<file path="config.mk">
export PLATFORM = sky130hd
export DESIGN_NAME = est_queue
export DESIGN_NICKNAME = d
export VERILOG_FILES = /design/src/hdl/est_pkg.sv /design/src/hdl/est_queue.sv
export SDC_FILE = /design/constraint.sdc
export NUM_CORES = 1
export LEC_CHECK = 0
export BUFFER_PORTS_ARGS = -buffer_cell sky130_fd_sc_hd__buf_4
export CAP_MARGIN = 25
export CORE_MARGIN = 2
export CORE_UTILIZATION = 30
export DETAILED_ROUTE_END_ITERATION = 6
export SLEW_MARGIN = 10
export SYNTH_ARGS = -nofsm -noshare
export SYNTH_HDL_FRONTEND = slang
export SYNTH_SLANG_ARGS = --single-unit
export TNS_END_PERCENT = 20
</file>
<file path="constraint.sdc">
create_clock -name clk -period 17.3 [get_ports clk]
set_input_delay 0.865 -clock clk [delete_from_list [all_inputs] [get_ports clk]]
set_output_delay 0.865 -clock clk [all_outputs]
set_load 0.01 [all_outputs]
</file>
<file path="src/hdl/est_pkg.sv">
`timescale 1ns / 1ps
// ----------------------------------------------------------------------------
// est_pkg: shared types and constants of the endpoint statistics table
// Request and result records, the stored row layout and the front/back status.
// ----------------------------------------------------------------------------
package est_pkg;

	localparam int MaxEntries      = 64;
	localparam int TableEntriesDef = 64;
	localparam int SlotW           = 6;
	localparam int CntW            = 7;
	localparam int QueueDepth      = 2;

	localparam logic [30:0] DelayMax = 31'h7FFF_FFFF;

	// request function codes
	localparam logic [1:0] FUNC_DELAY = 2'd0;
	localparam logic [1:0] FUNC_OUTCM = 2'd1;
	localparam logic [1:0] FUNC_BYTES = 2'd2;
	localparam logic [1:0] FUNC_DUMP  = 2'd3;

	// result kinds
	localparam logic [2:0] KIND_UPDATED  = 3'd0;
	localparam logic [2:0] KIND_INSERTED = 3'd1;
	localparam logic [2:0] KIND_DROPPED  = 3'd2;
	localparam logic [2:0] KIND_RECORD   = 3'd3;
	localparam logic [2:0] KIND_EMPTY    = 3'd4;

	// classified request, front to back
	typedef struct packed {
		logic [1:0]       func;
		logic [2:0]       kind;
		logic [SlotW-1:0] slot;
		logic [47:0]      key;
		logic [30:0]      delay;
		logic             success;
		logic [63:0]      send;
		logic [63:0]      recv;
		logic [31:0]      now;
	} cmd_t;

	// one stored table row
	typedef struct packed {
		logic [47:0] key;
		logic [30:0] mn;
		logic [30:0] mx;
		logic [63:0] sum;
		logic [31:0] ok;
		logic [31:0] fail;
		logic [31:0] best;
		logic [31:0] cur;
		logic [63:0] sent;
		logic [63:0] recvd;
	} row_t;

	// one result record
	typedef struct packed {
		logic [2:0]  kind;
		logic [47:0] key;
		logic [30:0] mn;
		logic [30:0] mx;
		logic [30:0] avg;
		logic [31:0] ok;
		logic [31:0] fail;
		logic [31:0] run;
		logic [63:0] sent;
		logic [63:0] recvd;
		logic [31:0] gap;
		logic        last;
	} res_t;

	// occupancy seen by the back part during a dump
	typedef struct packed {
		logic [MaxEntries-1:0] valid;
		logic [CntW-1:0]       count;
	} occ_t;

endpackage

</file>
<file path="src/hdl/est_queue.sv">
`timescale 1ns / 1ps
// ----------------------------------------------------------------------------
// est_queue: command queue between front and back
// Small FIFO of classified requests so each side can stall on its own.
// ----------------------------------------------------------------------------
module est_queue
	import est_pkg::*;
(
	input  logic clk,
	input  logic arst_n,
	input  logic push,
	input  cmd_t push_data,
	output logic full,
	input  logic pop,
	output logic empty,
	output cmd_t head
);

	localparam int PtrW = $clog2(QueueDepth);

	cmd_t            mem_q [QueueDepth];
	logic [PtrW-1:0] wr_q;
	logic [PtrW-1:0] rd_q;
	logic [PtrW:0]   cnt_q;

	assign full  = (cnt_q == (PtrW+1)'(QueueDepth));
	assign empty = (cnt_q == '0);
	assign head  = mem_q[rd_q];

	// storage
	always_ff @(posedge clk) begin
		if (push) begin
			mem_q[wr_q] <= push_data;
		end
	end

	// pointers
	always_ff @(posedge clk or negedge arst_n) begin
		if (!arst_n) begin
			wr_q  <= '0;
			rd_q  <= '0;
			cnt_q <= '0;
		end else begin
			if (push) begin
				wr_q <= wr_q + 1'b1;
			end
			if (pop) begin
				rd_q <= rd_q + 1'b1;
			end
			if (push && !pop) begin
				cnt_q <= cnt_q + 1'b1;
			end else if (pop && !push) begin
				cnt_q <= cnt_q - 1'b1;
			end
		end
	end

endmodule

</file>
==> key figures <==
Outcome
  • Run status: finished, final reports clean

Global routing
  • Antenna violations before repair: 1
  • Vias in the first global route: 9822
  • Largest net degree at the start of global routing: 125
  • GRT overflow: 0
  • Total track usage: 12.0%
  • First-pass GRT wire length: just under 60000 µm

Logic synthesis
  • Sequential area share after synthesis: just over 80%
  • Synth Cell Area: about 18000 µm²
  • Synthesis-stage register bit count: 506
  • Syn_area_per_cell: 23.0 µm²
  • Gate Count Post-Synth: 797
  • Synth warn: 0
  • Syn_nets: 1053
  • Unique masters post-synth: 12

Timing
  • Slew Viols, Final: 0
  • Fmax: 0.252 GHz
  • Slew @ Worst Pin: 1010 ps
  • Period utilization: 22.9%
  • Worst hold slack: ~80 ps
  • RSZ-0062 raised after global routing: false
  • Final setup viols: 0
  • Final Hold Viols: 0
  • Setup Skew: 15.1 ps
  • Max-slew headroom: 32.8%
  • Setup TNS: 0 ps
  • Fin crit period: 3970 ps

Detailed routing
  • Met3 routed WL: slightly below 4000 µm
  • DRC Markers: 0
  • Met1 wire length: 15100 µm
  • ANT nets after route: 0
  • Top layer in use: met5
  • Routed WL per cell: 18.5 µm
  • DRT Pass-1 Iters: 5
  • DR WL met2: 19900 µm
  • Vias per cell: 4.32
  • 1st-iter DRT viols: 424
  • Via count: 9333
  • Total wire length: between 30000 and 40000 µm

Cells and area
  • # diodes: 0
  • Most common library cell in the layout ignoring fill and taps: buf_4
  • P&R area growth vs syn: 33.7%
  • Fillers: 5452
  • Commonest cells after routing, fill and taps aside: buf_4 (515), edfxtp_1 (502), mux2_2 (251)
  • Share of cells above drive strength 1: 60.7%
  • Nets@finish: 1595
  • Fin area: 24500 µm²

CTS
  • TritonCTS clock tree: done
  • Clock transition at the registers of the reported paths: 60 ps
  • CTS Sinks: 506
  • Post-CTS setup buffers: 0
  • CTS buffer count: 52
  • Longest Clk Path Bufs: 3
  • Clock latency on the worst-skew pair: 580 ps
  • H-tree depth: 2
  • CTS resizes: 0
  • CTS root buffer: clkbuf_16
  • Hold Buf Count CTS: 0

Flow run
  • Max-cap viol count: 0

Critical path
  • Top delay family on crit path: buffers and inverters
  • Crit path largest cell delay: 930 ps
  • Critical path depth: 3
  • Worst Reg2Reg Path Length in Cells: 3
  • Worst EP arrival: 3110 ps
  • CP Cell Sequence: buf_4, mux2_2, buf_4
  • CP bufs+invs: 2
  • Max FO, Critical Path: 72
  • Crit path capture type: output pin
  • CP max stage cell: dfrtp_4
  • Most frequent CP cell: buf_4
  • Startpoint Class: register
  • Critical path class: reg2out
  • CP required: 16430 ps

Die
  • Row Count: 90
  • I/O Pins: 508
  • Core ar.: between 60000 and 70000 µm²
  • Die ar.: 63200 µm²
  • Die span in x: approximately 250 µm
  • Starting Density: 30.4%
  • Die height: approximately 250 µm

Placement
  • Post-DP HPWL: 26200 µm
  • Placed Area: 23000 µm²
  • PortBufs: 507
  • Gpl congestion: 0.722

Pwr
  • VDD IR max: 0.143 mV
  • LEAKAGE: 9.05 nW
  • P per Cell Area: about 160 nW/µm²

Hold path
  • Hold Path Class: in2async
-- routing by layer --
| layer | vias up | track usage, % |
|---|---|---|
| met4 | 2 | 4.23 |
| met5 | - | 0 |
| met3 | 72 | 5.06 |
| li1 | 4275 | - |
| met2 | 352 | 20.8 |
| met1 | 4632 | 13.1 |
-- worst reg2reg max path: stages (launching register included) --
cell and delay, ps:
dfrtp_1 420, and2_4 760, buf_4 830, buf_4 910
-- synthesized netlist by cell type --
master    instances  area, µm²
and2_1            1       6.26
buf_2             7       35.0
buf_6            21        236
dfrtp_1           4        100
edfxtp_1        502      15100
ha_1              1       12.5
inv_1             1       3.75
mux2_2          251       2830
nor2_1            2       7.51
nor2b_1           2       12.5
xnor2_1           1       8.76
xor2_1            4       35.0
-- area by class of cell --
class	count	area [µm²]	area share, %
flip-flops and latches	506	15200	61.8
multi-input cells	262	2920	11.9
inverters	1	3.75	0.0153
repair buffers	516	3890	15.8
clock buffers	63	1360	5.56
well taps	782	978	3.99
clock inverters	32	215	0.877
-- power by group --
part	switching, mW	internal [mW]
logic	0.590	0.612
registers	0.0720	1.63
clock network	0.441	0.600
-- path summary, 6_finish.rpt --
path	from	endpoint	slack [ps]
min reg2reg	cnt_q[1]	cnt_q[1]	490
min	arst_n	cnt_q[0]	80
min in group clk	push_data[121]	mem_q[1][121]	470
max in group asynchronous	arst_n	rd_q	17110
max	rd_q	head[108]	13330
max reg2reg	wr_q	mem_q[1][201]	13900
-- logic make-up after synthesis --
kind of cell	after synthesis	share of synthesized area, %
XOR/XNOR	5	0.239
adder cells (fa/ha/maj)	1	0.0681
buffers and inverters	29	1.50
flip-flops	506	82.7
multiplexers	251	15.4
AND/OR/NAND/NOR	5	0.143
-- stage by stage --
stage	setup slack (ps)	util [%]	instances	total power, mW
6_report	13330	40.6	2162	3.94
5_1_grt	13130	40.6	2162	4.13
4_1_cts	13190	40.6	2162	4.02
3_5_place_dp	13260	38.0	2067	2.96
3_3_place_gp	13280	38.0	2067	2.95
2_1_floorplan	4740	-	797	2.47
-- sequential cells by signal, indices dropped and copies added, names as in the netlist --
register	flops
cnt_q	2
rd_q	1
wr_q	1
mem_q	502
Power figures use the tool's default switching activity.
